[src/rtl/eprc_pkg.sv]
`default_nettype none

package eprc_pkg;

  localparam int unsigned CHANNELS_DEF = 2;
  localparam int unsigned TS_W         = 32;
  localparam int unsigned POS_W        = 32;
  localparam int unsigned RATE_W       = 20;
  localparam int unsigned DIV_CNT_W    = $clog2(RATE_W);

  // Dividend of the rate division; also the saturated rate at zero gap.
  localparam logic [RATE_W-1:0] RATE_NUM = RATE_W'(1000000);

  typedef struct packed {
    logic            channel;
    logic            direction;
    logic [TS_W-1:0] timestamp_us;
  } in_item_t;

  typedef struct packed {
    logic                    channel_out;
    logic signed [POS_W-1:0] position;
    logic [RATE_W-1:0]       rate_hz;
  } out_item_t;

  // Controller to datapath.
  typedef struct packed {
    logic load;     // take the input item, update channel state, start divide
    logic step;     // one restoring-divide iteration
    logic publish;  // move the finished result into the output register
  } cmd_t;

  // Datapath to controller.
  typedef struct packed {
    logic ch_ok;    // input channel is below CHANNELS
  } sts_t;

endpackage

`default_nettype wire

[src/rtl/encoder_position_and_rate_counter.sv]
`default_nettype none
// Channel  Direction  Handshake           Payload
// in       input      in_valid_i/in_stall_o    in_item_i  (channel, direction, timestamp_us)
// out      output     out_valid_o/out_stall_i  out_item_o (channel_out, position, rate_hz)
//
// Sequence: each item is loaded, run through 20 restoring-divide steps, then published;
//   the bit-serial 1000000 / gap divider sets the pace; no new item is taken until the last is published.
// Reset: rst_ni clears position and last edge time of every channel to zero.
// Stalls: the finished result sits in an output register, so a new item is taken
//   while it waits; a second result waits in the hold state until the register frees.
// Items for a channel not below CHANNELS are taken and dropped with no result.

module encoder_position_and_rate_counter #(
  parameter int unsigned CHANNELS = eprc_pkg::CHANNELS_DEF
) (
  input  wire logic            clk_i,
  input  wire logic            rst_ni,
  input  wire logic            in_valid_i,
  output logic                 in_stall_o,
  input  wire eprc_pkg::in_item_t in_item_i,
  output logic                 out_valid_o,
  input  wire logic            out_stall_i,
  output eprc_pkg::out_item_t  out_item_o
);
  import eprc_pkg::*;

  cmd_t cmd;
  sts_t sts;

  // Sequencer: idle -> divide steps -> hold until the output register frees.
  eprc_ctrl u_ctrl (
    .clk_i       (clk_i),
    .rst_ni      (rst_ni),
    .in_valid_i  (in_valid_i),
    .in_stall_o  (in_stall_o),
    .out_valid_o (out_valid_o),
    .out_stall_i (out_stall_i),
    .sts_i       (sts),
    .cmd_o       (cmd)
  );

  // Per-channel position and last edge time, gap subtract, divider, output register.
  eprc_datapath #(
    .CHANNELS (CHANNELS)
  ) u_datapath (
    .clk_i      (clk_i),
    .rst_ni     (rst_ni),
    .in_item_i  (in_item_i),
    .cmd_i      (cmd),
    .sts_o      (sts),
    .out_item_o (out_item_o)
  );

endmodule

`default_nettype wire

[src/rtl/eprc_datapath.sv]
`default_nettype none

module eprc_datapath #(
  parameter int unsigned CHANNELS = eprc_pkg::CHANNELS_DEF
) (
  input  wire logic                clk_i,
  input  wire logic                rst_ni,
  input  wire eprc_pkg::in_item_t  in_item_i,
  input  wire eprc_pkg::cmd_t      cmd_i,
  output eprc_pkg::sts_t           sts_o,
  output eprc_pkg::out_item_t      out_item_o
);
  import eprc_pkg::*;

  localparam int unsigned IDX_W = (CHANNELS > 1) ? $clog2(CHANNELS) : 1;

  logic [POS_W-1:0]  pos_q  [CHANNELS];
  logic [TS_W-1:0]   last_q [CHANNELS];

  logic [IDX_W-1:0]  idx;
  logic [POS_W-1:0]  pos_new;
  logic [TS_W-1:0]   gap;

  // Divide working registers and latched result fields.
  logic              ch_q;
  logic [POS_W-1:0]  res_pos_q;
  logic [TS_W-1:0]   gap_q;
  logic              gap_zero_q;
  logic [TS_W-1:0]   rem_q, rem_d;
  logic [RATE_W-1:0] quo_q, quo_d;
  logic [TS_W:0]     trial;
  out_item_t         out_q;

  assign idx         = IDX_W'(in_item_i.channel);
  assign sts_o.ch_ok = 32'(in_item_i.channel) < CHANNELS;

  // +1 when direction is high, -1 otherwise.
  assign pos_new = pos_q[idx] + {{(POS_W-1){~in_item_i.direction}}, 1'b1};
  assign gap     = in_item_i.timestamp_us - last_q[idx];

  always_ff @(posedge clk_i or negedge rst_ni) begin
    if (!rst_ni) begin
      for (int i = 0; i < CHANNELS; i++) begin
        pos_q[i]  <= '0;
        last_q[i] <= '0;
      end
    end else if (cmd_i.load) begin
      pos_q[idx]  <= pos_new;
      last_q[idx] <= in_item_i.timestamp_us;
    end
  end

  // Restoring divide: shift one dividend bit into the remainder per step.
  always_comb begin
    trial = {rem_q, quo_q[RATE_W-1]};
    if (trial >= {1'b0, gap_q}) begin
      rem_d = TS_W'(trial - {1'b0, gap_q});
      quo_d = {quo_q[RATE_W-2:0], 1'b1};
    end else begin
      rem_d = trial[TS_W-1:0];
      quo_d = {quo_q[RATE_W-2:0], 1'b0};
    end
  end

  always_ff @(posedge clk_i) begin
    if (cmd_i.load) begin
      ch_q       <= in_item_i.channel;
      res_pos_q  <= pos_new;
      gap_q      <= gap;
      gap_zero_q <= (gap == '0);
      rem_q      <= '0;
      quo_q      <= RATE_NUM;
    end else if (cmd_i.step) begin
      rem_q <= rem_d;
      quo_q <= quo_d;
    end
    if (cmd_i.publish) begin
      out_q.channel_out <= ch_q;
      out_q.position    <= res_pos_q;
      out_q.rate_hz     <= gap_zero_q ? RATE_NUM : quo_q;
    end
  end

  assign out_item_o = out_q;

endmodule

`default_nettype wire

[src/rtl/eprc_ctrl.sv]
`default_nettype none

module eprc_ctrl (
  input  wire logic        clk_i,
  input  wire logic        rst_ni,
  input  wire logic        in_valid_i,
  output logic             in_stall_o,
  output logic             out_valid_o,
  input  wire logic        out_stall_i,
  input  wire eprc_pkg::sts_t sts_i,
  output eprc_pkg::cmd_t   cmd_o
);
  import eprc_pkg::*;

  typedef enum logic [1:0] {
    S_IDLE,
    S_DIV,
    S_HOLD
  } state_e;

  state_e               state_q;
  logic [DIV_CNT_W-1:0] cnt_q;
  logic                 out_valid_q;
  logic                 slot_free;

  assign slot_free     = !out_valid_q || !out_stall_i;
  assign in_stall_o    = (state_q != S_IDLE);
  assign out_valid_o   = out_valid_q;

  // Items for a channel that does not exist are taken and dropped.
  assign cmd_o.load    = (state_q == S_IDLE) && in_valid_i && sts_i.ch_ok;
  assign cmd_o.step    = (state_q == S_DIV);
  assign cmd_o.publish = (state_q == S_HOLD) && slot_free;

  always_ff @(posedge clk_i or negedge rst_ni) begin
    if (!rst_ni) begin
      state_q     <= S_IDLE;
      cnt_q       <= '0;
      out_valid_q <= 1'b0;
    end else begin
      if (out_valid_q && !out_stall_i) begin
        out_valid_q <= 1'b0;
      end
      case (state_q)
        S_IDLE: begin
          cnt_q <= '0;
          if (cmd_o.load) begin
            state_q <= S_DIV;
          end
        end
        S_DIV: begin
          cnt_q <= cnt_q + 1'b1;
          if (cnt_q == DIV_CNT_W'(RATE_W - 1)) begin
            state_q <= S_HOLD;
          end
        end
        S_HOLD: begin
          if (slot_free) begin
            out_valid_q <= 1'b1;
            state_q     <= S_IDLE;
          end
        end
        default: begin
          state_q <= S_IDLE;
        end
      endcase
    end
  end

  // A waiting result is never overwritten.
  a_no_overwrite: assert property (@(posedge clk_i) disable iff (!rst_ni)
    cmd_o.publish |-> (!out_valid_q || !out_stall_i))
    else $error("result overwritten while stalled");

  // Each divide runs its full step count before the result is held.
  a_div_len: assert property (@(posedge clk_i) disable iff (!rst_ni)
    (state_q == S_HOLD) && $past(state_q == S_DIV) |->
      $past(cnt_q == DIV_CNT_W'(RATE_W - 1)))
    else $error("divide ended early");

  // Publishing always yields a valid result next cycle.
  a_pub_valid: assert property (@(posedge clk_i) disable iff (!rst_ni)
    cmd_o.publish |=> out_valid_q)
    else $error("published result not presented");

  // No new item is loaded while a divide is in flight.
  a_one_item: assert property (@(posedge clk_i) disable iff (!rst_ni)
    cmd_o.load |=> (state_q == S_DIV) && !cmd_o.load)
    else $error("load outside idle");

endmodule

`default_nettype wire

[config.mk]
export PLATFORM = sky130hd
export DESIGN_NAME = encoder_position_and_rate_counter
export DESIGN_NICKNAME = d
export VERILOG_FILES = /design/src/rtl/eprc_pkg.sv /design/src/rtl/encoder_position_and_rate_counter.sv /design/src/rtl/eprc_datapath.sv /design/src/rtl/eprc_ctrl.sv
export SDC_FILE = /design/constraint.sdc
export NUM_CORES = 1
export LEC_CHECK = 0
export BUFFER_PORTS_ARGS = -buffer_cell sky130_fd_sc_hd__buf_2
export CAP_MARGIN = 20
export CORE_UTILIZATION = 56
export DETAILED_ROUTE_END_ITERATION = 8
export PLACE_DENSITY = 0.88
export RECOVER_POWER = 25
export SYNTH_ARGS = -nofsm -noshare
export SYNTH_HDL_FRONTEND = slang
export SYNTH_HIERARCHICAL = 1
export SYNTH_SLANG_ARGS = --single-unit
[constraint.sdc]
create_clock -name clk_i -period 3.9 [get_ports clk_i]
set_input_delay 0.195 -clock clk_i [delete_from_list [all_inputs] [get_ports clk_i]]
set_output_delay 0.195 -clock clk_i [all_outputs]
set_load 0.03 [all_outputs]
Yosys cells after proc, flatten, opt, wreduce, memory -nomap -nowiden
Index checks and enable logic that the tools add are counted.
{ "word_totals": {"ff_bits": 307, "in_bits": 38, "out_inout_bits": 55, "elab_cells": 63} }
{ "classes": {"n_addsub": 4, "order_cmp": 3, "n_eq_ne": 6, "n_mux": 20, "bitwise": 2, "n_reduce_logical": 12} }
{ "ops": {"columns": ["cell", "n"], "rows": [
  ["32-bit two-way mux", 8],
  ["64-bit bitwise mux", 2],
  ["32-bit subtractor", 2],
  ["33-bit by 32-bit greater-or-equal comparator with 1-bit output", 1],
  ["32-bit adder", 1],
  ["32-bit demux with 1-bit select", 1],
  ["32-bit zero test", 1],
  ["5-bit case mux with 2 select lines", 1],
  ["2-bit two-way mux", 3],
  ["2-bit case mux with 3 select lines", 1],
  ["5-bit by 1-bit adder with 5-bit output, second input constant", 1],
  ["5-bit equality test, second input constant", 1],
  ["1-bit logical AND", 4],
  ["1-bit two-way mux", 4],
  ["2-bit by 1-bit != test with 1-bit output, second input constant", 2],
  ["2-bit nonzero test", 2],
  ["3-bit AND reduction", 1],
  ["2-bit by 1-bit equality test with 1-bit output, second input constant", 1],
  ["2-bit equality test, second input constant", 1],
  ["2-bit greater-or-equal comparator, second input constant", 1],
  ["1-bit zero test", 2],
  ["2-bit zero test", 1],
  ["2-bit by 1-bit less-than comparator with 1-bit output, second input constant", 1],
  ["2-bit != test, second input constant", 1],
  ["3 further kinds", 3]
]} }

Depth between registers and ports, before layout
Gate-level depths: netlist (run 1).
{ "depth": {"ltp_word": 6, "depth_mapped": 17, "ltp_nobuf": 14} }

Modules after synthesis
Netlist (run 1), hierarchy kept.
{ "by_module_without_submodules": {"columns": ["mod", "n_inst", "cells_each", "area_each_um2", "seq_area_each_um2"], "rows": [
  ["eprc_datapath", 1, 1520, 16320.7, 7817.5],
  ["eprc_ctrl", 1, 37, 399.1, 200.2]
]} }

Worst setup path before layout (run 1)
Ideal clock, no wire load.
{ "synth_timing": {"kind": "input-to-reg", "start": "in in_item_i[33] in the netlist's numbering", "end": "reg u_datapath.res_pos_q[30], data pin", "setup_ns": 0.259, "arrival_time_ns": 3.959, "t_required_ns": 3.641, "path_slack_ns": -0.318, "stages": 16, "path_buffers": 3, "cell_sequence": "clkbuf_1 clkbuf_1 buf_1 mux2_2 ha_1 and4_1 o2bb2ai_2 a311o_1 a31oi_2 o211ai_1 o21a_1 a221o_1 a211o_1 a21oi_2 xor2_1 inv_1"} }
{ "synth_via": {"elab_chain_len": 5} }
{ "synth_lines": {"columns": ["item", "line_no", "text"], "rows": [
  ["start: declaration", "encoder_position_and_rate_counter.sv:20", "input wire eprc_pkg::in_item_t in_item_i,"],
  ["1-bit inverter with 2-bit output (not written as such)", "eprc_datapath.sv:38", "assign pos_new = pos_q[idx] + {{(POS_W-1){~in_item_i.direction}}, 1'b1};"],
  ["32-bit two-way mux (not written as such) (3 in a row)", "eprc_datapath.sv:38", null],
  ["32-bit adder", "eprc_datapath.sv:38", null],
  ["named net u_datapath.pos_new[30]", "eprc_datapath.sv:21", "logic [POS_W-1:0] pos_new;"],
  ["end signal: assignment", "eprc_datapath.sv:68", "res_pos_q <= pos_new;"],
  ["end: declaration", "eprc_datapath.sv:26", "logic [POS_W-1:0] res_pos_q;"]
]} }
The timed path passes the listed nets, and every way through them passes these cells. The select of a mux whose other input is x is not followed.
A chain may end at the register's enable or synchronous reset.

Worst setup path in the final report (run 1)
{ "layout_timing": {"start": "reg u_datapath/pos_q[0] in the netlist's numbering", "end": "reg u_datapath.res_pos_q[30], data pin"} }
{ "layout_via": {"elab_chain_len": 4} }
{ "layout_lines": {"columns": ["item", "line_no", "text"], "rows": [
  ["start: declaration", "eprc_datapath.sv:17", "logic [POS_W-1:0] pos_q [CHANNELS];"],
  ["start signal: indexed assignment", "eprc_datapath.sv:48", "pos_q[idx] <= pos_new;"],
  ["32-bit two-way mux (not written as such) (3 in a row)", "eprc_datapath.sv:38", null],
  ["32-bit adder", "eprc_datapath.sv:38", null],
  ["named net u_datapath.pos_new[30]", "eprc_datapath.sv:21", null]
]} }
The timed path passes the listed nets, and every way through them passes these cells. The select of a mux whose other input is x is not followed.

==> parameters.txt, run 1 <==
Parameter                              Value

Drt
  First-iteration detailed-routing DRC count ... 997
  Number of vias in the routed layout ... 12411
  Remaining antenna violation count after routing ... 0
  Number of vias per cell after detailed routing ... 5.91
  Count of unresolved DRC violations after routing ... 0
  DR pass1 iterations ... 5
  Detailed-route wire length per cell ... about 18 um
  Routed WL ... 37000 um

STA
  Hold violation total from the final report ... 0
  Min cycle time layout ... approximately 3.7 ns
  Number of slew-limit violations in the final report ... 94
  Achievable Freq ... 270 MHz
  Number of setup violations in the final report ... 0
  Least-Margin Pin Slew ... around 2.3 ns
  Headroom to the max-slew limit ... -51.7%
  Final clock period utilization by the worst path ... between 90% and 100%
  Worst hold margin ... a little over 0.05 ns
  Post-route worst setup slack ... approximately 0.20 ns
  Clk_skew ... 0.0113 ns

Worst setup path
  Cell Chain, Critical Path ... mux2i_1 -> inv_1 -> fa_1 -> a21o_1 -> o2bb2ai_2 -> a311o_1 -> a31oi_2 -> o211ai_1 -> o21a_1 -> a221o_1 -> a211o_1 -> a21oi_2 -> xor2_2 -> inv_1
  Data arrival, critical path ... about 4 ns
  Worst R2R Setup Slack ... 0.20 ns
  CP startpoint kind ... register
  Standard cell with the maximum stage delay on the critical path ... sky130_fd_sc_hd__fa_1
  Data required time of the critical path ... 4.23 ns
  Crit path buffers/inverters ... 2
  Critical path capture point type ... register
  Cell family contributing the most delay on the critical path ... compound AO/OA/AOI/OAI gates
  Type of the setup path with the least slack ... reg2reg
  Most used cell, CP ... sky130_fd_sc_hd__inv_1
  Worst path max stage delay ... ~0.44 ns
  Startpoint of the worst register-to-register path ... u_datapath/pos_q[0]
  Reg2reg path depth ... 14
  Maximum fanout encountered on the critical timing path ... 3
  Terminus of the critical flop-to-flop path ... u_datapath/res_pos_q[30]

Clock tree
  Number of clock sinks ... 307
  Number of levels the H-tree was split into ... 1
  CTS tree ... yes
  Inserted Clock Buffers ... 31
  Clock transition at the register clock pins on the worst setup and hold paths after CTS ... 0.06 ns
  Clock tree root driver cell ... sky130_fd_sc_hd__clkbuf_16
  Maximum root-to-sink buffer count ... 3
  Later-pin clock latency in the skew report ... 0.58 ns

Synth
  Number of nets produced by synthesis ... 1695
  Post-synthesis compound-gate area fraction ... 14.7%
  Number of enable-type register cells in the synthesized netlist ... 119
  Distinct cell type count of the synthesized netlist ... 93
  Cell types with the largest area share after synthesis ... sky130_fd_sc_hd__edfxtp_1 21%, sky130_fd_sc_hd__dfrtp_1 20%, sky130_fd_sc_hd__ha_1 7.3%
  Cell count after synthesis ... 1557
  Post-synthesis average cell area ... ~11 um2
  Sequential element share of the synthesized area ... 48.0%
  Synth Area in XOR/XNOR ... 4.29%
  Number of warnings printed during yosys synthesis ... 6
  Adder-Cell Fraction of Synth Area ... 7.62%
  Proportion of synthesized area in mux cells ... between 10% and 20%
  Post-synthesis share of cell area spent on and, or, nand and nor gates ... 11.6%
  Main flop type after synthesis ... sky130_fd_sc_hd__dfrtp_1
  Top cell type's share of synthesized area ... approximately a fifth
  Main combinational cell family by area after synthesis ... compound AO/OA/AOI/OAI gates
  Post-synth top area cell ... sky130_fd_sc_hd__edfxtp_1
  Share of flip-flops with an asynchronous set or reset after synthesis ... 44.3%
  Register bit total from synthesis ... around 310
  Post-synthesis cell area ... between 15000 and 20000 um2

Final layout
  Area Overhead vs Synth ... 14.8%
  Share of post-route cells with drive strength above 1 ... 19.3%
  Diode insertion count for antenna repair ... 0
  Final standard cell area without fillers ... 19200 um2
  Final #Nets ... 1830

Placement
  Estimated wirelength of the detail-placed design ... 24600 um
  Number of port buffers ... 92
  Final RePlAce weighted congestion ... 0.914
  Worst slack after detailed placement ... 0.000413 ns
  Placement Cell Area ... about 18000 um2

Status
  Failing checks ... max-capacitance violations, max-slew violations
  Result of the run ... complete, but fails checks

Global route
  Pin count of the biggest net entering global routing ... 111
  Via count of the first global-routing pass ... ~13000
  Wire length of the first global-routing pass ... 60900 um
  Initial antenna violation count ... 0
  GR Overflow Total ... 0
  Total global routing track utilization ... 24.3%

Die
  Cell Rows ... 62
  Initial core utilization ... 57.6%
  Core region area ... 29000 um2
  Floorplan die height ... 175 um
  Horizontal die dimension ... 175 um
  Io pins ... 93
  Die Area ... 30600 um2

Hold path
  Source of the worst hold timing path ... in_item_i[1]
  Hold crit path type ... in2reg
  WHS Path Cells ... 3
  Hold-critical path endpoint ... u_datapath/last_q[33]

Run
  Max Cap Violations ... 1

Pwr
  Pleak ... 8.51 nW
  Peak supply drop ... between 400 and 500 uV
  Pwr/cell area ... 880 nW/um2
[sequential cells by signal (all words and copies together), names as in the netlist]
name,cells
u_datapath/ch_q,1
u_ctrl/state_q,2
u_datapath/pos_q,64
u_datapath/gap_zero_q,1
u_datapath/rem_q,32
u_datapath/quo_q,20
u_ctrl/out_valid_o,1
u_ctrl/cnt_q,5
u_datapath/res_pos_q,32
u_datapath/last_q,64
u_datapath/out_item_o,53
u_datapath/gap_q,32
[tightest hold or removal path, cell delays in order]
cell and delay, ns:
sky130_fd_sc_hd__buf_2 0.14, sky130_fd_sc_hd__inv_1 0.13, sky130_fd_sc_hd__o21ai_0 0.11
[cells in the final DEF, fill, tap and decap left out, types with 6 or more instances in the layout]
cell type and count:
sky130_fd_sc_hd__or2_2 12, sky130_fd_sc_hd__dfxtp_1 52, sky130_fd_sc_hd__mux2i_1 60, sky130_fd_sc_hd__nand3_1 20, sky130_fd_sc_hd__o21ai_1 9, sky130_fd_sc_hd__a21o_1 37, sky130_fd_sc_hd__ha_1 97, sky130_fd_sc_hd__o21a_1 18
sky130_fd_sc_hd__a21oi_1 99, sky130_fd_sc_hd__nand4_1 13, sky130_fd_sc_hd__nor3_1 19, sky130_fd_sc_hd__buf_2 90, sky130_fd_sc_hd__edfxtp_1 119, sky130_fd_sc_hd__mux2_2 103, sky130_fd_sc_hd__bufinv_16 6, sky130_fd_sc_hd__inv_1 81
sky130_fd_sc_hd__nand2b_1 15, sky130_fd_sc_hd__clkbuf_1 8, sky130_fd_sc_hd__o31ai_1 6, sky130_fd_sc_hd__xor2_1 29, sky130_fd_sc_hd__o21ai_0 90, sky130_fd_sc_hd__nor2b_1 32, sky130_fd_sc_hd__o21bai_1 12, sky130_fd_sc_hd__a31oi_1 9
sky130_fd_sc_hd__a211oi_1 31, sky130_fd_sc_hd__nor2_1 114, sky130_fd_sc_hd__buf_4 32, sky130_fd_sc_hd__dfrtp_1 136, sky130_fd_sc_hd__and3_1 13, sky130_fd_sc_hd__xnor2_1 50, sky130_fd_sc_hd__clkbuf_16 31, sky130_fd_sc_hd__dlygate4sd3_1 33
sky130_fd_sc_hd__nand2_1 106
[through the flow]
stage          setup TNS, ns  power [mW]  cells  util (%)
2_1_floorplan        -0.0146        11.5   1557         -
3_3_place_gp               0        13.0   2006      61.1
3_5_place_dp               0        13.4   2006      61.1
4_1_cts                    0        16.7   2097      66.0
5_1_grt            -0.000434        18.0   2101      66.1
6_report                   0        16.9   2101      66.1
[logic make-up (layout without fill, tap and decap cells)]
group,Yosys count,after routing
xor gates and xnor gates,81,81
AOI/OAI and AO/OA,378,378
adders and majority gates,100,100
and+or+nand+nor,386,386
buffers and inverters,141,301
muxes,163,163
other,1,1
DFF,307,307
[worst max path at each step]
| stage | endpoint | startpoint | depth (start not counted) |
|---|---|---|---|
| finish | u_datapath/res_pos_q[30] | u_datapath/pos_q[0] | 14 |
| global route | u_datapath/gap_zero_q | u_datapath/last_q[34] | 15 |
| CTS | u_datapath/gap_zero_q | u_datapath/last_q[32] | 14 |
| detailed placement | u_datapath/res_pos_q[30] | in_item_i[33] | 15 |
| global placement | u_datapath/res_pos_q[30] | in_item_i[33] | 15 |
| floorplan | u_datapath/res_pos_q[30] | in_item_i[33] | 16 |
[power by group]
part,leakage [nW],internal [mW],switching [mW]
combinational,4.77,3.64,4.71
clock,0.538,1.94,1.27
sequential,3.20,4.69,0.628
[Yosys cell counts (4+ instances only)]
master / count
sky130_fd_sc_hd__and2_1: 4
sky130_fd_sc_hd__o21ai_0: 90
sky130_fd_sc_hd__xnor2_1: 50
sky130_fd_sc_hd__clkbuf_1: 38
sky130_fd_sc_hd__xor2_1: 30
sky130_fd_sc_hd__nor4_2: 4
sky130_fd_sc_hd__o21bai_1: 12
sky130_fd_sc_hd__a221o_1: 4
sky130_fd_sc_hd__nor3b_1: 4
sky130_fd_sc_hd__a31o_2: 5
sky130_fd_sc_hd__inv_1: 81
sky130_fd_sc_hd__nand2b_1: 15
sky130_fd_sc_hd__nor3_1: 19
sky130_fd_sc_hd__a21boi_0: 4
sky130_fd_sc_hd__buf_1: 11
sky130_fd_sc_hd__o211ai_1: 5
sky130_fd_sc_hd__or2_2: 12
sky130_fd_sc_hd__ha_1: 97
sky130_fd_sc_hd__a21o_1: 37
sky130_fd_sc_hd__a31oi_1: 10
sky130_fd_sc_hd__o21ai_1: 9
sky130_fd_sc_hd__nand4_1: 13
sky130_fd_sc_hd__buf_4: 4
sky130_fd_sc_hd__mux2i_1: 60
sky130_fd_sc_hd__nor2b_1: 32
sky130_fd_sc_hd__and3_1: 13
sky130_fd_sc_hd__dfrtp_1: 136
sky130_fd_sc_hd__a21oi_1: 100
sky130_fd_sc_hd__dfxtp_1: 52
sky130_fd_sc_hd__buf_2: 4
sky130_fd_sc_hd__nand3_1: 20
sky130_fd_sc_hd__nand2_1: 107
sky130_fd_sc_hd__a211oi_1: 31
sky130_fd_sc_hd__edfxtp_1: 119
sky130_fd_sc_hd__o31ai_1: 7
sky130_fd_sc_hd__o21a_1: 18
sky130_fd_sc_hd__nor2_1: 114
sky130_fd_sc_hd__mux2_2: 103
[layer usage]
metal | track usage (%) | routed length, um
met5 | 0 | 0
met2 | 42.5 | 18100
met1 | 30.8 | 16000
met3 | 3.48 | 2010
met4 | 8.33 | 959
[timing repair]
action	CTS	global route
hold endpoints to repair	173	0
setup buffers	0	2
hold buffers	33	0
endpoints found under the setup margin	0	2
resized for setup	0	7
[cell type report]
class,count,area [um2]
clock buffers,41,853
clock inverters,17,256
fillers,2102,9820
inverters,83,314
multi-input cells,1109,8200
flip-flops and latches,307,8020
well taps,384,480
repair buffers,160,1070
(Power assumes the default switching activity.)
==> run 2, diff against run 1 <==
REMOVE_ABC_BUFFERS = 1   (was unset)
==> run 2 against run 1 <==
  * The run still ends with max-capacitance violations, max-slew violations left
  * Die area did not move
  * Non-clock buffer count is 8 higher
  * Sequential cell count is the same
  * Largest power group unchanged
==> parameters.txt, run 2 (same netlist as run 1, synthesis figures left out) <==
Parameter                              Value

STA
  Number of slew-limit violations in the final report ... 106
  Worst hold margin ... 0.0734 ns
  Clk_skew ... 0.0143 ns
  Setup TNS ... 0 ns
  Achievable Freq ... 267 MHz
  Headroom to the max-slew limit ... -74.4%
  Hold violation total from the final report ... 0
  Final clock period utilization by the worst path ... between 90% and 100%
  Least-Margin Pin Slew ... 2.62 ns
  Number of setup violations in the final report ... 0
  Unrepaired setup endpoints after global routing ... no
  Min cycle time layout ... 3.74 ns

Pwr
  Pleak ... about 8.5 nW
  Pwr/cell area ... 865 nW/um2
  Peak supply drop ... 484 uV

Worst setup path
  Cell family contributing the most delay on the critical path ... compound AO/OA/AOI/OAI gates
  Type of the setup path with the least slack ... reg2reg
  Standard cell with the maximum stage delay on the critical path ... sky130_fd_sc_hd__o31ai_1
  Data arrival, critical path ... about 4.1 ns
  Worst path max stage delay ... 0.41 ns
  CP startpoint kind ... register
  Cell Chain, Critical Path ... mux2i_1 -> ha_1 -> nor2b_1 -> o31a_1 -> buf_4 -> o31ai_2 -> o21ai_4 -> buf_4 -> a22o_1 -> o31ai_1 -> a31o_2 -> mux2i_1 -> nor3b_1 -> nand4b_1 -> nor4_2
  Critical path capture point type ... register
  Data required time of the critical path ... between 4 and 5 ns
  Maximum fanout encountered on the critical timing path ... 5
  Worst R2R Setup Slack ... between 0.15 and 0.2 ns
  Crit path buffers/inverters ... 2

Die
  Io pins ... 93
  Die Area ... 30600 um2
  Floorplan die height ... about 170 um
  Horizontal die dimension ... 175 um
  Initial core utilization ... between 50 and 60%
  Core region area ... 29000 um2
  Cell Rows ... 62

Clock tree
  Inserted Clock Buffers ... 31
  Later-pin clock latency in the skew report ... 0.56 ns
  Number of buffers added for setup after CTS ... 0
  Number of levels the H-tree was split into ... 1
  CTS tree ... yes
  Maximum root-to-sink buffer count ... 3
  Clock transition at the register clock pins on the worst setup and hold paths after CTS ... 0.06 ns
  Clock tree root driver cell ... sky130_fd_sc_hd__clkbuf_16
  Number of clock sinks ... a little over 300

Final layout
  Most frequent standard cell in the layout excluding fill and tap cells ... sky130_fd_sc_hd__dfrtp_1
  Share of post-route cells with drive strength above 1 ... 19.5%
  Final #Nets ... between 1500 and 2000
  Number of standard cells in the layout, taps in and fillers out ... 2112
  Fill count ... 2163
  Share of the core filled with cells ... between 60% and 70%
  Highest-count cells in the layout ignoring fill and taps ... 136 x sky130_fd_sc_hd__dfrtp_1, 119 x sky130_fd_sc_hd__edfxtp_1, 114 x sky130_fd_sc_hd__nor2_1, 106 x sky130_fd_sc_hd__nand2_1, 103 x sky130_fd_sc_hd__mux2_2
  Area Overhead vs Synth ... 14.6%

Run
  Max Cap Violations ... 1

Placement
  Count of placed standard cells including taps ... 2017
  Estimated wirelength of the detail-placed design ... 24500 um
  Number of port buffers ... 92
  Final RePlAce weighted congestion ... 0.908

Drt
  Detailed-route wire length per cell ... 17.0 um
  Number of vias per cell after detailed routing ... 5.79
  DR pass1 iterations ... 5
  Remaining antenna violation count after routing ... 0
  Routed WL ... 35900 um
  Count of unresolved DRC violations after routing ... 0
  First-iteration detailed-routing DRC count ... 869
  Number of vias in the routed layout ... 12232

Hold path
  Hold crit path type ... in2reg

Global route
  Initial antenna violation count ... 2
  Via count of the first global-routing pass ... ~12000
  Pin count of the biggest net entering global routing ... 106
  Total global routing track utilization ... 23.6%
  Wire length of the first global-routing pass ... 59600 um
  GR Overflow Total ... 0

Status
  Result of the run ... complete, but fails checks
  Failing checks ... max-capacitance violations, max-slew violations
-- run 2: tightest hold or removal path: cells and delay by family --
kind	cells	cell delay, ns
buffers and inverters	1	0.11
AND/OR/NAND/NOR	1	0.10
XOR/XNOR	2	0.18
-- run 2: stage by stage --
step | setup slack [ns] | cell area (um2) | power [mW]
finish | 0.161 | 19200 | 16.6
detailed placement | -0.105 | 17800 | 13.4
floorplan | -1.26 | 16500 | 11.4
CTS | 0.0710 | 19200 | 16.5
global placement | 0.0592 | 17800 | 13.0
global route | 0.0490 | 19200 | 17.8
-- run 2: path summary, 6_finish.rpt --
| kind | endpoint | cells past startpoint | start |
|---|---|---|---|
| worst min-delay path | u_datapath/pos_q[63] | 4 | in_item_i[32] |
| min in group asynchronous | u_datapath/pos_q[32] | 2 | rst_ni |
| worst min register to register | u_datapath/out_item_o[23] | 0 | u_datapath/res_pos_q[3] |
| worst max register to register | u_datapath/gap_zero_q | 15 | u_datapath/last_q[34] |
| worst max-delay path | u_datapath/gap_zero_q | 15 | u_datapath/last_q[34] |
| max in group asynchronous | u_datapath/last_q[57] | 2 | rst_ni |
-- run 2: per-layer routing --
metal  routed length [um]  track usage, %  up-vias  part of all wire, %
li1                     -               -     5937                    -
met4                 1050            9.13        0                  2.9
met3                 1510            3.20       91                  4.2
met5                    0               0        -                    0
met2                18100            42.1      298                   50
met1                15300            28.9     5906                   43
-- run 2: final cells by class --
type	count	area [um2]	share of cell area, %
Antenna cell	3	7.51	0.0392
Multi-Input combinational cell	1109	8180	42.7
Clock inverter	16	171	0.895
Tap cell	384	480	2.51
Inverter	83	314	1.64
Sequential cell	307	8020	41.8
Timing Repair Buffer	168	1140	5.95
Clock buffer	42	847	4.42
-- run 2: what timing repair did --
action,in CTS,in global routing
hold buffers,34,0
setup endpoints to repair,0,4
resized for setup,0,5
hold endpoints to repair,169,0
-- run 2: power breakdown --
part	switching, mW	internal [mW]
registers	0.631	4.69
logic	4.60	3.70
clock network	1.23	1.72
==> run 3, diff against run 2 <==
CORE_MARGIN = 10   (was unset)
RECOVER_POWER = 50   (was 25)
==> run 3 against run 2 <==
  * The flow still finishes with violations (max-capacitance violations, max-slew violations)
  * Sequential share of layout area up 0.077 points
  * Count of clock-buffer cells in the layout down 1
  * Power up 0.43%
  * Clock power up 1%
  * Maximum frequency down 1.5%
  * First-iteration DRC count down 11%
  * Wire length up 2.3%
  * Critical path depth unchanged
  * Register-to-register slack worse by 0.06 ns
  * Final area down 0.18%
  * Combinational power up 0.5%
  * Critical endpoint unchanged
  * Largest cell class unchanged
  * Largest power group unchanged
==> parameters.txt, run 3 (same netlist as run 1, synthesis figures left out) <==
Parameter                              Value

Final layout
  Final #Nets ... 1842
  Area Overhead vs Synth ... 14.4%
  Most frequent standard cell in the layout excluding fill and tap cells ... sky130_fd_sc_hd__dfrtp_1
  Highest-count cells in the layout ignoring fill and taps ... 136 x sky130_fd_sc_hd__dfrtp_1, 119 x sky130_fd_sc_hd__edfxtp_1, 114 x sky130_fd_sc_hd__nor2_1, 106 x sky130_fd_sc_hd__nand2_1, 103 x sky130_fd_sc_hd__mux2_2
  Final standard cell area without fillers ... 19100 um2
  Number of standard cells in the layout, taps in and fillers out ... 2120
  Share of the core filled with cells ... 64.7%
  Share of post-route cells with drive strength above 1 ... 16.9%

STA
  Clk_skew ... 0.0186 ns
  Least-Margin Pin Slew ... 2.44 ns
  Min cycle time layout ... 3.80 ns
  Unrepaired setup endpoints after global routing ... yes
  Worst hold margin ... 0.0140 ns
  Final clock period utilization by the worst path ... between 90% and 100%
  Post-route worst setup slack ... 0.104 ns
  Hold violation total from the final report ... 0
  Number of slew-limit violations in the final report ... 245
  Setup TNS ... 0 ns
  Achievable Freq ... 263 MHz
  Number of setup violations in the final report ... 0
  Headroom to the max-slew limit ... -62.9%

Worst setup path
  Type of the setup path with the least slack ... reg2reg
  Data required time of the critical path ... 4.24 ns
  Standard cell with the maximum stage delay on the critical path ... sky130_fd_sc_hd__dfrtp_1
  CP startpoint kind ... register
  Data arrival, critical path ... slightly above 4 ns
  Cell Chain, Critical Path ... mux2i_1 -> ha_1 -> nor2b_2 -> o31a_1 -> buf_4 -> o31ai_2 -> o21ai_4 -> buf_4 -> a221o_1 -> a21o_1 -> xor2_1 -> or3_1 -> nor4_2 -> nand4b_1 -> nor4_2
  Startpoint of the worst register-to-register path ... u_datapath/last_q[2]
  Crit path launch ... u_datapath/last_q[2]
  Critical path capture point type ... register
  Worst path max stage delay ... 0.39 ns
  Maximum fanout encountered on the critical timing path ... 5

Global route
  GR Layer Usage met1 ... 23.4%
  GR Overflow Total ... 0
  Pin count of the biggest net entering global routing ... 102
  Met3 track utilization from global routing ... 3.27%
  Met2 global-route usage ... 35.6%
  Most Crowded Layer GR ... met2
  Initial antenna violation count ... 3
  Total global routing track utilization ... 19.8%
  Via count of the first global-routing pass ... roughly 13000
  Wire length of the first global-routing pass ... 61200 um

Hold path
  Source of the worst hold timing path ... in_item_i[14]
  Hold crit path type ... in2reg

Drt
  Detailed-route wire length per cell ... 17.3 um
  Number of vias in the routed layout ... 12256
  Routed WL ... 36700 um
  Remaining antenna violation count after routing ... 0
  DR pass1 iterations ... 5
  First-iteration detailed-routing DRC count ... 770
  Count of unresolved DRC violations after routing ... 0
  Number of vias per cell after detailed routing ... 5.78

Placement
  Final RePlAce weighted congestion ... 0.902
  Estimated wirelength of the detail-placed design ... 24700 um
  Worst slack after detailed placement ... -0.0289 ns
  Count of placed standard cells including taps ... between 2000 and 2500
  Number of port buffers ... 92
  Placement Cell Area ... 17800 um2

Pwr
  Share of power burned in the clock network ... 18.0%
  Net switching fraction of the power ... approximately two fifths
  Post-layout total power ... 16.6 mW
  Internal power consumption ... 10.2 mW
  Switching power ... 6.48 mW
  Peak supply drop ... 484 uV
  Pleak ... 8.38 nW
  Pwr/cell area ... 870 nW/um2
  Sequential fraction of design power ... 32.0%
  Logic pwr share ... 50.1%

Die
  Io pins ... 93
  Die Area ... 37200 um2
  Floorplan die height ... 193 um
  Cell Rows ... 63
  Initial core utilization ... 56.6%
  Horizontal die dimension ... 193 um
  Core region area ... 29600 um2

Clock tree
  Maximum root-to-sink buffer count ... 3
  Inserted Clock Buffers ... 34
  Number of levels the H-tree was split into ... 2
  Clock tree root driver cell ... sky130_fd_sc_hd__clkbuf_16
  CTS tree ... yes
  Number of clock sinks ... ~300
  Later-pin clock latency in the skew report ... 0.52 ns
  Clock transition at the register clock pins on the worst setup and hold paths after CTS ... about 0.060 ns

Status
  Result of the run ... complete, but fails checks
  Failing checks ... max-capacitance violations, max-slew violations

Run
  Max Cap Violations ... 3
-- run 3: power groups by stage --
stage	Combinational, mW	Sequential (mW)	Clock [mW]
after floorplan	6.27	5.16	0
after global placement	7.73	5.27	0
after detailed placement	8.01	5.34	0
after CTS	8.19	5.30	3.05
after global routing	9.25	5.44	3.18
final	8.34	5.32	2.99
-- run 3: layout make-up --
| type | instances | area, um2 |
|---|---|---|
| inverters | 83 | 312 |
| clock inverters | 20 | 118 |
| well taps | 390 | 488 |
| flip-flops and latches | 307 | 8020 |
| fillers | 2200 | 10400 |
| diodes | 1 | 2.50 |
| multi-input cells | 1109 | 8190 |
| repair buffers | 169 | 1070 |
| clock buffers | 41 | 928 |
-- run 3: metal layers --
metal | vias to the layer above | routed length, um
li1 | 5932 | -
met1 | 5969 | 15400
met2 | 264 | 18800
met3 | 87 | 1470
met4 | 4 | 1020
met5 | - | 27
-- run 3: critical path, delay by kind of cell (launching register included) --
family | cells | cell delay (ns)
XOR/XNOR | 1 | 0.16
flip-flops | 1 | 0.39
buffers and inverters | 2 | 0.32
adder cells (fa/ha/maj) | 1 | 0.30
multiplexers | 1 | 0.14
AO/OA/AOI/OAI | 5 | 1.20
AND/OR/NAND/NOR | 5 | 1.13
-- run 3: final timing paths --
kind | end | slack (ns) | depth (start not counted)
max | u_datapath/gap_zero_q | 0.10 | 15
min | u_datapath/last_q[14] | 0.01 | 2
max reg2reg | u_datapath/gap_zero_q | 0.10 | 15
min reg2reg | u_datapath/out_item_o[52] | 0.42 | 0
max in group asynchronous | u_ctrl/out_valid_o | 0.98 | 3
min in group asynchronous | u_datapath/pos_q[2] | 0.98 | 2
-- run 3: what timing repair did --
| item | CTS | global route |
|---|---|---|
| buffers inserted | 0 | 6 |
| endpoints found under the setup margin | 0 | 8 |
| hold endpoints to repair | 156 | 0 |
| gates resized for setup | 0 | 5 |
| hold buffers | 29 | 0 |
